### config.mk
export PLATFORM = sky130hd
export DESIGN_NAME = nms3_window
export DESIGN_NICKNAME = d
export VERILOG_FILES = /design/src/hw/rtl/nms3_pkg.sv /design/src/hw/rtl/nms3_window.sv
export SDC_FILE = /design/constraint.sdc
export NUM_CORES = 1
export LEC_CHECK = 0
export ABC_AREA = 1
export BUFFER_PORTS_ARGS = -buffer_cell sky130_fd_sc_hd__buf_2
export CORE_MARGIN = 2
export CORE_UTILIZATION = 55
export DETAILED_ROUTE_END_ITERATION = 6
export MAX_ROUTING_LAYER = met4
export PLACE_DENSITY = 0.75
export SYNTH_ARGS = -nofsm -noshare
export SYNTH_HDL_FRONTEND = slang
export SYNTH_SLANG_ARGS = --single-unit
### constraint.sdc
create_clock -name i_clk -period 3.4 [get_ports i_clk]
set_clock_uncertainty 0.15 [all_clocks]
set_input_delay 0.17 -clock i_clk [delete_from_list [all_inputs] [get_ports i_clk]]
set_output_delay 0.17 -clock i_clk [all_outputs]
set_load 0.01 [all_outputs]
### src/hw/rtl/nms3_pkg.sv
// ----------------------------------------------------------------------------
// nms3_pkg
// Shared widths, register indexes and reset values for the 3x3 score
// window non-maximum suppression block.
// ----------------------------------------------------------------------------
package nms3_pkg;

    localparam int SCORE_W        = 16;
    localparam int CENTER_X_W     = 10;
    localparam int CENTER_Y_W     = 12;

    localparam int CFG_IDX_W      = 8;
    localparam int CFG_DATA_W     = 16;
    localparam int LINE_WIDTH_W   = 11;
    localparam int FRAME_HEIGHT_W = 13;

    localparam logic [CFG_IDX_W-1:0] CFG_LINE_WIDTH   = CFG_IDX_W'(0);
    localparam logic [CFG_IDX_W-1:0] CFG_FRAME_HEIGHT = CFG_IDX_W'(1);

    localparam int LINE_WIDTH_RST   = 1024;
    localparam int FRAME_HEIGHT_RST = 1024;

    localparam int MAX_WIDTH_DEF  = 1024;
    localparam int MAX_HEIGHT_DEF = 4096;

    typedef logic [SCORE_W-1:0] t_score;

endpackage

### src/hw/rtl/nms3_window.sv
// ----------------------------------------------------------------------------
// nms3_window
// 3x3 score window: two stored columns plus the incoming column, and the
// strict-maximum test of the centre against its eight neighbours.
// ----------------------------------------------------------------------------
module nms3_window
    import nms3_pkg::*;
(
    input  logic   i_clk,
    input  logic   i_rst_n,
    input  logic   i_shift,
    input  t_score i_cur,
    input  t_score i_up1,
    input  t_score i_up2,
    output logic   o_corner
);

    // index 0 = current row, 1 = row above, 2 = two rows above
    t_score r_col0 [3];
    t_score r_col1 [3];
    t_score ctr;

    always_ff @(posedge i_clk) begin
        if (!i_rst_n) begin
            for (int r = 0; r < 3; r++) begin
                r_col0[r] <= '0;
                r_col1[r] <= '0;
            end
        end else if (i_shift) begin
            for (int r = 0; r < 3; r++) begin
                r_col1[r] <= r_col0[r];
            end
            r_col0[0] <= i_cur;
            r_col0[1] <= i_up1;
            r_col0[2] <= i_up2;
        end
    end

    // evaluated on the window as it stands after this shift
    always_comb begin
        ctr      = r_col0[1];
        o_corner = (i_cur     < ctr) && (r_col0[0] < ctr) && (r_col1[0] < ctr) &&
                   (i_up1     < ctr) && (r_col1[1] < ctr) &&
                   (i_up2     < ctr) && (r_col0[2] < ctr) && (r_col1[2] < ctr);
    end

endmodule

==> impl_metrics.csv, run 1 <==
group,metric,value,unit
setup_path,r2r_start,"r_col0[0][24]",
clocking,cts_sinks,96,
timing,slew_viol_final,0,
synth,synth_mux_area_share,0,%
final_layout,multi_input_area,2979,um^2
setup_path,crit_top_cell,"nand2_1",
synth,synth-xor-area-share,0,%
setup_path,path_cells,"inv_1 > ha_1 > nand2_1 > inv_1 > nand2_1 > nand2_1 > nand2_1 > nand2_1 > inv_1 > nand2_1 > nor2_1 > nand3_1 > nor2_1 > nand4_1 > nor2_1 > buf_2",
detailed_routing,drcViolationCount,0,
detailed_routing,wl_per_cell,14.42,um
synth,syn_area_per_cell,9.080,um^2
global_routing,grt_start_max_net_pins,97,
synth,synth-seq-cells,96,
synth,synth_compound_area_share,5.708,%
detailed_routing,first_pass_iters,5,
die,io_pins,52,
setup_path,critPathRequiredTime,3080,ps
setup_path,critPathMaxStageDelay,360,ps
clocking,clk_latency,340,ps
timing,relSlewSlack,40.99,%
die,die_w,111.9,um
timing,setup_viol,0,
synth,synth_area,6401,um^2
final_layout,nets,943,
clocking,cts.repair.resized,0,
run_status,status,"completed",
global_routing,grt_overflow,0,
die,die-area,12520,um^2
synth,async_reset_ff_share,0,%
synth,synthTopCellsByArea,"edfxtp_1 45%, ha_1 23%, inv_1 7.9%",
synth,syn_inst,705,
synth,yosysTopAreaCell,"edfxtp_1",
synth,synth_nets,876,
timing,rsz0062_at_grt,"false",
clocking,cts_made_buffers,9,
timing,holdWs,3.825,ps
min_path,worstHoldEndpoint,"r_col0[0][5]",
min_path,min-delay-start,"i_cur[5]",
min_path,holdCritPathClass,"input port to flop",
timing,fin_crit_sh,82.71,%
die,core,11370,um^2
global_routing,grt_usage,22.60,%
placed_design,gp_congestion,0.8545,
clocking,cts.path.max_buffers,2,
power_and_ir_drop,power_density,423.2,nW/um^2
synth,ys.flop_type,"edfxtp_1",
setup_path,setup.worst_path.start_class,"flop",
synth,synth_top_family_by_area,"adder cells",
timing,post-route-min-period,2812,ps
timing,finalHoldViolCount,0,
clocking,clk_pin_slew,70,ps
final_layout,ff_latch_area,2883,um^2
global_routing,grt_pass1_vias,4874,
clocking,h-tree-depth,3,
setup_path,r2r_cells,2,
die,start_util,56.30,%
timing,fin_tns_setup,0,ps
synth,yosysTopAreaCellShare,45.04,%
final_layout,fillers,932,
synth,yosysWarnings,0,
final_layout,final_layout_size_suffix_gt1_share,9.524,%
detailed_routing,via_per_inst,5.166,
power_and_ir_drop,ir_worst_vdd,0.0002931,V
detailed_routing,first_iter_violations,331,
setup_path,r2r_slack,2210,ps
synth,yosysUniqueCellTypes,22,
timing,worst_pin_slew,882.0,ps
run,cap_violations,0,
synth,yosysMostFrequentCell,"inv_1",
final_layout,area_growth,13.45,%
global_routing,grt_pass1_wl,22.05,mm
clocking,tritoncts,"yes",
synth,synthSimpleGateAreaFrac,17.22,%
synth,yosys.area_share.adder,23.46,%
clocking,root_buffer,"clkbuf_16",
setup_path,cp-end-kind,"output port",
detailed_routing,vias,4753,
setup_path,cp_data_arrival_time,2490,ps
clocking,cts_post_setup_buffers_inserted,0,
synth,yosysSeqAreaShare,45.04,%
setup_path,critical_path_class,"flop to output port",
min_path,whs_path_depth,3,
placed_design,numPortBuffers,51,
setup_path,crit_path_max_fanout,9,
global_routing,antenna_found_initial,0,
die,die_y,111.9,um
synth,synthTopCellsByCount,"134 x inv_1, 129 x nand2_1, 123 x nor2_1",
detailed_routing,ant_nets,0,
setup_path,slowest_stage,"edfxtp_1",
die,rows,39,
detailed_routing,drt_wl_total,13.27,mm
setup_path,r2r-end,"r_col1[0][24]",
timing,timing.fmax,0.3556,GHz
placed_design,dpl.hpwl,9.407,mm
synth,synth-edff-count,96,
final_layout,diodes,0,
power_and_ir_drop,p_leak,3.735,nW
[where the power goes]
| part | total [mW] | internal (mW) | switching (mW) | leakage [nW] |
|---|---|---|---|---|
| registers | 1.43 | 1.39 | 0.0348 | 1.05 |
| clock network | 1.01 | 0.567 | 0.441 | 0.140 |
| logic | 0.637 | 0.246 | 0.391 | 2.54 |
| total | 3.07 | 2.21 | 0.867 | 3.74 |
[state kept, by name (all words and copies together) (netlist names)]
name    count
r_col0     48
r_col1     48
[metrics by stage]
stage,std cells,power (mW),util (%),setup WS [ps],cell area (um^2)
floorplan,705,1.877,-,563.7,6401
global route,920,3.243,63.87,371.9,7262
CTS,920,3.088,63.87,565.0,7262
finish,920,3.073,63.87,587.7,7262
detailed placement,891,2.070,60.18,958.8,6843
global placement,891,2.030,60.18,941.7,6843
[kinds of logic (layout without fill, tap and decap cells)]
group,Yosys count,count (layout)
AND/OR/NAND/NOR,280,280
buffers and inverters,145,217
adder cells (fa/ha/maj),120,120
flip-flops,96,96
AO/OA/AOI/OAI,64,64
[area by class of cell]
| class | count | area share [%] |
|---|---|---|
| clock buffers | 10 | 3.153 |
| clock inverters | 6 | 0.8270 |
| inverters | 135 | 6.978 |
| multi-input cells | 464 | 41.02 |
| flip-flops and latches | 96 | 39.70 |
| well taps | 143 | 2.464 |
| repair buffers | 66 | 5.858 |
[critical path: cells and delay by family, from the launching register on]
kind,cells,cell delay (ps)
adder cells (fa/ha/maj),1,330
AND/OR/NAND/NOR,11,910
buffers and inverters,4,550
flip-flops,1,360
[layer usage]
layer  up-vias  track usage (%)  part of all wire (%)
li1       2441                -                     -
met1      2184            28.71                    46
met2       106            37.29                    48
met3        22            4.083                   4.1
met4         0            6.502                   2.0
met5         -                -                     0
[worst max path at each step]
stage,start,endpoint,slack (ps),depth (start not counted)
6_report,r_col0[0][27],o_corner,590,16
5_1_grt,r_col0[0][31],o_corner,370,14
4_1_cts,r_col0[0][27],o_corner,570,16
3_5_place_dp,r_col0[0][27],o_corner,960,11
3_3_place_gp,r_col0[0][31],o_corner,940,14
2_1_floorplan,i_shift,r_col0[0][0],560,2
[layout by cell type (no fill, tap or decap), types with 6 or more instances in the layout]
master / Yosys / final
ha_1: 120 / 120
nand4_1: 8 / 8
inv_1: 134 / 134
clkbuf_16: 0 / 9
o21ai_0: 10 / 10
a21oi_1: 37 / 37
nor2_1: 123 / 123
buf_2: 4 / 51
o21a_1: 6 / 6
nand2_1: 129 / 127
nand3_1: 14 / 14
dlygate4sd3_1: 0 / 13
edfxtp_1: 96 / 96
[timing repair]
action                     CTS  global route
hold endpoints to repair    13             0
hold buffers                13             0
setup endpoints to repair    0             0
Power figures use the tool's default switching activity.
==> run 2: changes to the inputs <==
--- a/config.mk
+++ b/config.mk
@@ -11,7 +11,7 @@
 export CORE_UTILIZATION = 55
 export DETAILED_ROUTE_END_ITERATION = 6
 export MAX_ROUTING_LAYER = met4
-export PLACE_DENSITY = 0.75
+export PLACE_DENSITY = 0.78
 export SYNTH_ARGS = -nofsm -noshare
 export SYNTH_HDL_FRONTEND = slang
 export SYNTH_SLANG_ARGS = --single-unit
==> constraint.sdc (replaced) <==
create_clock -name i_clk -period 2.51 [get_ports i_clk]
set_clock_uncertainty 0.15 [all_clocks]
set_input_delay 0.1255 -clock i_clk [delete_from_list [all_inputs] [get_ports i_clk]]
set_output_delay 0.1255 -clock i_clk [all_outputs]
set_load 0.01 [all_outputs]
==> run 2 against run 1 <==
Hold slack got worse by 6.2 ps. Die area unchanged. Non-clock buffer count up 44. Via count is 6.5% higher. Register-to-register slack lost 1100 ps. The flow now finishes with violations (negative hold slack, negative setup slack). Highest routed layer unchanged. Flip-flop and latch count unchanged.
==> impl_metrics.csv, run 2 (synthesis gave the netlist of run 1 again) <==
group,metric,value,unit
run_status,status,"complete, but fails checks",
run_status,violations,"negative hold slack, negative setup slack",
setup_path,critical_path_class,"flop to output port",
final_layout,final_layout_size_suffix_gt1_share,13.87,%
placed_design,numPortBuffers,51,
power_and_ir_drop,p_sw_share,28.20,%
die,die_y,111.9,um
final_layout,diodes,0,
global_routing,antenna_found_initial,0,
timing,holdWs,-2.404,ps
setup_path,crit_path_max_fanout,9,
min_path,min-delay-start,"i_up1[7]",
setup_path,path_delay_family,"simple AND/OR/NAND/NOR gates",
placed_design,gp_congestion,0.8746,
power_and_ir_drop,total_power,4.438,mW
power_and_ir_drop,seqPwrFrac,43.8,%
clocking,clk_latency,360,ps
min_path,whs_path_depth,3,
global_routing,grt_start_max_net_pins,97,
clocking,cts_made_buffers,9,
setup_path,cp_num_buf_inv,2,
setup_path,critPathMaxStageDelay,390,ps
global_routing,grt_overflow,0,
global_routing,met3_usage,4.028,%
timing,timing.fmax,0.3688,GHz
clocking,root_buffer,"clkbuf_16",
clocking,tritoncts,"yes",
run,cap_violations,0,
die,die-area,12520,um^2
power_and_ir_drop,power_frac_comb,22.7,%
detailed_routing,ant_nets,0,
clocking,h-tree-depth,3,
power_and_ir_drop,internal_power,3.186,mW
power_and_ir_drop,power_density,559.1,nW/um^2
clocking,cts.path.max_buffers,2,
power_and_ir_drop,clkPwrFrac,33.5,%
clocking,clk_pin_slew,70,ps
setup_path,slowest_stage,"edfxtp_1",
timing,fin_crit_sh,108.0,%
setup_path,r2r_start,"r_col0[0][27]",
power_and_ir_drop,p_leak,3.942,nW
setup_path,path_cells,"inv_2 > ha_1 > a21oi_1 > o21ai_0 > nand2_1 > nand3_1 > nor2_2 > nand3_1 > nor2_1 > nand4_1 > nor2_1 > buf_2",
global_routing,grt_pass1_wl,24.21,mm
global_routing,grt_pass1_vias,5216,
setup_path,critPathRequiredTime,2230,ps
detailed_routing,vias,5064,
detailed_routing,first_pass_iters,4,
global_routing,grt_usage,25.20,%
global_routing,grt_busiest_layer,"met2",
detailed_routing,wl_per_cell,15.30,um
setup_path,cp-end-kind,"output port",
die,io_pins,52,
final_layout,nets,988,
final_layout,final_common_cell,"inv_1",
timing,relSlewSlack,70.00,%
die,rows,39,
timing,slew_viol_final,0,
setup_path,setup.worst_path.start_class,"flop",
setup_path,r2r_cells,5,
setup_path,r2r_slack,1140,ps
final_layout,reg_top3,"r_col0 (48), r_col1 (48)",
detailed_routing,via_per_inst,5.248,
timing,worst_slack,-201.3,ps
timing,finalHoldViolCount,1,
setup_path,r2r-end,"r_col1[0][27]",
die,core,11370,um^2
timing,post-route-min-period,2711,ps
power_and_ir_drop,switchingPower,1.252,mW
die,start_util,56.30,%
timing,fin_tns_setup,-201.3,ps
detailed_routing,first_iter_violations,259,
timing,worst_pin_slew,449.9,ps
die,die_w,111.9,um
final_layout,final_util,69.81,%
timing,setup_viol,1,
placed_design,dpl.hpwl,9.784,mm
min_path,worstHoldEndpoint,"r_col0[0][23]",
detailed_routing,drcViolationCount,0,
final_layout,mostFrequentLayoutCells,"128 x inv_1, 122 x nand2_1, 122 x nor2_1, 107 x ha_1, 96 x edfxtp_1",
final_layout,area_growth,24.00,%
timing,rsz0062_at_grt,"true",
power_and_ir_drop,ir_worst_vdd,0.0003275,V
min_path,holdCritPathClass,"input port to flop",
detailed_routing,drt_wl_total,14.76,mm
global_routing,use_met1,30.58,%
global_routing,grtUsageMet2,42.14,%
setup_path,cp_data_arrival_time,2440,ps
clocking,cts_sinks,96,
## run 2: power by group through the flow
stage,clock network [mW],logic [mW],registers (mW)
2_1_floorplan,0,0.583,1.96
3_3_place_gp,0,0.794,1.96
3_5_place_dp,0,0.847,1.97
4_1_cts,1.48,0.977,1.94
5_1_grt,1.55,1.14,1.96
6_report,1.48,1.01,1.95
## run 2: area by class of cell
class | instances | area [um^2]
multi-input combinational | 464 | 3168
tap | 143 | 178.9
fill | 833 | 3432
clock buffer | 10 | 229.0
sequential | 96 | 2883
clock inverter | 6 | 83.83
timing repair inverter | 1 | 7.507
timing repair buffer | 110 | 868.3
inverter | 135 | 519.2
## run 2: worst reg2reg max path, stage by stage, from the launching register on
cell        delay, ps
edfxtp_1          440
buf_6             150
clkinvlp_4        110
buf_4             120
buf_4             100
nor2_1             40
## run 2: per-stage QoR
stage	area (um^2)	std cells	setup slack, ps
floorplan	6404	705	581.1
global route	7938	965	-331.2
CTS	7903	964	-177.6
finish	7938	965	-201.3
global placement	6873	895	83.65
detailed placement	6873	895	28.35
## run 2: what timing repair did
action,in CTS,in global routing
hold endpoints to repair,45,0
buffers inserted,7,1
pin swaps,2,1
hold buffers,45,0
gates resized for setup,28,6
endpoints found under the setup margin,1,1
gates cloned,1,0
## run 2: routing by layer
layer | vias up | part of all wire (%)
li1 | 2527 | -
met1 | 2360 | 43
met2 | 136 | 50
met3 | 41 | 4.3
met4 | 0 | 3.0
met5 | - | 0
## run 2: worst max path at each step
stage                       start        to  slack, ps  depth (start not counted)
detailed placement  r_col0[0][31]  o_corner         30                         14
CTS                 r_col0[0][27]  o_corner       -180                         17
global placement    r_col0[0][31]  o_corner         80                         14
floorplan           r_col0[0][31]  o_corner        580                         13
global route        r_col0[0][27]  o_corner       -330                         17
finish              r_col0[0][25]  o_corner       -200                         12
==> run 3: changes to the inputs <==
--- a/config.mk
+++ b/config.mk
@@ -7,7 +7,7 @@
 export LEC_CHECK = 0
 export ABC_AREA = 1
 export BUFFER_PORTS_ARGS = -buffer_cell sky130_fd_sc_hd__buf_2
-export CORE_MARGIN = 2
+export CORE_MARGIN = 10
 export CORE_UTILIZATION = 55
 export DETAILED_ROUTE_END_ITERATION = 6
 export MAX_ROUTING_LAYER = met4
==> run 3 against run 2 <==
Wire length decreased by 2.1%. Non-clock buffer count decreased by 2. Clock power decreased by 9%. The flow finishes with violations (negative setup slack). Fmax increased by 3.2%. Global-route usage decreased by 6.5 points. Register-to-register slack improved by 130 ps. Sequential power about the same. Via count decreased by 0.99%. Critical endpoint unchanged. Final cell count unchanged.
==> impl_metrics.csv, run 3 (synthesis gave the netlist of run 1 again) <==
group,metric,value,unit
final_layout,mostFrequentLayoutCells,"127 x inv_1, 126 x nand2_1, 120 x nor2_1, 120 x ha_1, 96 x edfxtp_1",
setup_path,cp-end-kind,"output port",
placed_design,dpl.hpwl,10.27,mm
clocking,cts_sinks,96,
global_routing,grt_start_max_net_pins,97,
setup_path,r2r_cells,3,
placed_design,place_ws,197.0,ps
min_path,whs_path_depth,4,
clocking,tritoncts,"yes",
timing,worst_slack,-117.8,ps
final_layout,final_area,7712,um^2
min_path,min-delay-start,"i_shift",
clocking,clk_latency,350,ps
setup_path,slowest_stage,"edfxtp_1",
detailed_routing,drt_wl_total,14.46,mm
timing,post-route-min-period,2628,ps
setup_path,critPathRequiredTime,2230,ps
run_status,status,"complete, but fails checks",
clocking,clk_pin_slew,60,ps
global_routing,grt_pass1_wl,24.07,mm
power_and_ir_drop,power_density,548.4,nW/um^2
detailed_routing,first_iter_violations,334,
global_routing,grtUsageMet2,30.34,%
setup_path,cp_data_arrival_time,2350,ps
clocking,cts.path.max_buffers,2,
final_layout,final_common_cell,"inv_1",
detailed_routing,vias,5014,
setup_path,setup.worst_path.start_class,"flop",
detailed_routing,drcViolationCount,0,
final_layout,reg_top3,"r_col0 (48), r_col1 (48)",
setup_path,crit_top_cell,"nor2_1",
setup_path,r2r_slack,1270,ps
global_routing,grt_usage,18.67,%
min_path,holdCritPathClass,"input port to flop",
timing,setup_viol,1,
setup_path,critical_path_class,"flop to output port",
run_status,violations,"negative setup slack",
global_routing,grt_pass1_vias,5181,
setup_path,path_cells,"inv_2 > ha_1 > nand2_2 > inv_1 > nand2_1 > nand3_1 > nor2_1 > nand3_2 > nor2_2 > nand3_1 > nor2_1 > nand4_1 > nor2_1 > buf_2",
clocking,root_buffer,"clkbuf_16",
global_routing,met3_usage,3.060,%
detailed_routing,first_pass_iters,5,
global_routing,use_met1,22.49,%
die,rows,39,
setup_path,crit_path_max_fanout,5,
timing,worst_pin_slew,709.0,ps
final_layout,area_growth,20.48,%
detailed_routing,via_per_inst,5.196,
final_layout,final_layout_size_suffix_gt1_share,11.33,%
die,io_pins,52,
min_path,worstHoldEndpoint,"r_col1[0][41]",
run,cap_violations,0,
final_layout,nets,987,
clocking,cts_made_buffers,9,
timing,rsz0062_at_grt,"true",
global_routing,grt_overflow,0,
power_and_ir_drop,p_leak,3.906,nW
placed_design,numPortBuffers,51,
setup_path,r2r_start,"r_col0[0][21]",
timing,finalHoldViolCount,0,
setup_path,r2r-end,"r_col1[0][21]",
timing,holdWs,243.7,ps
die,die_y,127.9,um
die,start_util,56.06,%
global_routing,antenna_found_initial,1,
timing,relSlewSlack,52.73,%
setup_path,critPathMaxStageDelay,440,ps
clocking,h-tree-depth,3,
die,die_w,127.9,um
placed_design,gp_congestion,0.8786,
global_routing,grt_busiest_layer,"met2",
die,core,11420,um^2
power_and_ir_drop,ir_worst_vdd,0.0003128,V
timing,slew_viol_final,0,
timing,fin_crit_sh,104.7,%
timing,timing.fmax,0.3805,GHz
die,die-area,16350,um^2
detailed_routing,ant_nets,0,
detailed_routing,wl_per_cell,14.98,um
placed_design,post_dp_cell_area,6885,um^2
run 3: changes by cell type in the layout (fill, tap and decap cells not counted), moves of 3 or more:
cell / change
dlygate4sd3_1: +3
ha_4: -13
inv_2: +3
nand2_1: +4
a21oi_2: -3
a21oi_1: +3
ha_1: +13
nand2_2: -4
run 3: per-stage QoR:
step                TNS (ps)  power, mW  utilization (%)  std cells
finish                -117.8      4.230            67.54        965
global route          -302.9      4.450            67.54        965
CTS                   -69.34      4.228            67.15        961
detailed placement         0      2.823            60.30        895
global placement           0      2.767            60.30        895
floorplan                  0      2.539                -        705
run 3: how the worst max path moves through the flow:
| stage | from | slack (ps) | depth (start not counted) | to |
|---|---|---|---|---|
| floorplan | r_col0[0][31] | 580 | 13 | o_corner |
| global placement | r_col0[0][31] | 230 | 14 | o_corner |
| detailed placement | r_col0[0][31] | 200 | 14 | o_corner |
| CTS | r_col0[0][31] | -70 | 15 | o_corner |
| global route | r_col0[0][31] | -300 | 14 | o_corner |
| finish | r_col0[0][31] | -120 | 14 | o_corner |
run 3: layer usage:
metal | routed length, um | vias up
li1 | - | 2530
met1 | 6472 | 2319
met2 | 6949 | 139
met3 | 670 | 26
met4 | 365 | 0
met5 | 0 | -
run 3: worst max-delay path, delay by kind of cell (launching register included):
| kind | cells | cell delay [ps] |
|---|---|---|
| adders and majority gates | 1 | 270 |
| buffers and inverters | 3 | 330 |
| DFF | 1 | 440 |
| and+or+nand+nor | 10 | 970 |
run 3: what timing repair did:
item                                    CTS  global route
endpoints found under the setup margin    1             1
hold buffers                             48             0
gates resized for setup                   8             8
buffers inserted                          1             2
gates cloned                              1             1
pin swaps                                 0             4
hold endpoints to repair                 48             0
run 3: power by group:
part	total, mW	leakage (nW)	switching, mW	internal (mW)
Clock	1.34	0.136	0.584	0.758
Sequential	1.94	1.05	0.0519	1.89
Combinational	0.946	2.71	0.558	0.388
run 3: layout make-up:
cell class | instances | area, um^2
multi-input combinational | 464 | 2999
timing repair inverter | 2 | 15.01
clock buffer | 10 | 229.0
tap | 143 | 178.9
fill | 865 | 3706
antenna | 1 | 2.502
timing repair buffer | 108 | 840.8
inverter | 135 | 514.2
sequential | 96 | 2883
clock inverter | 6 | 50.05
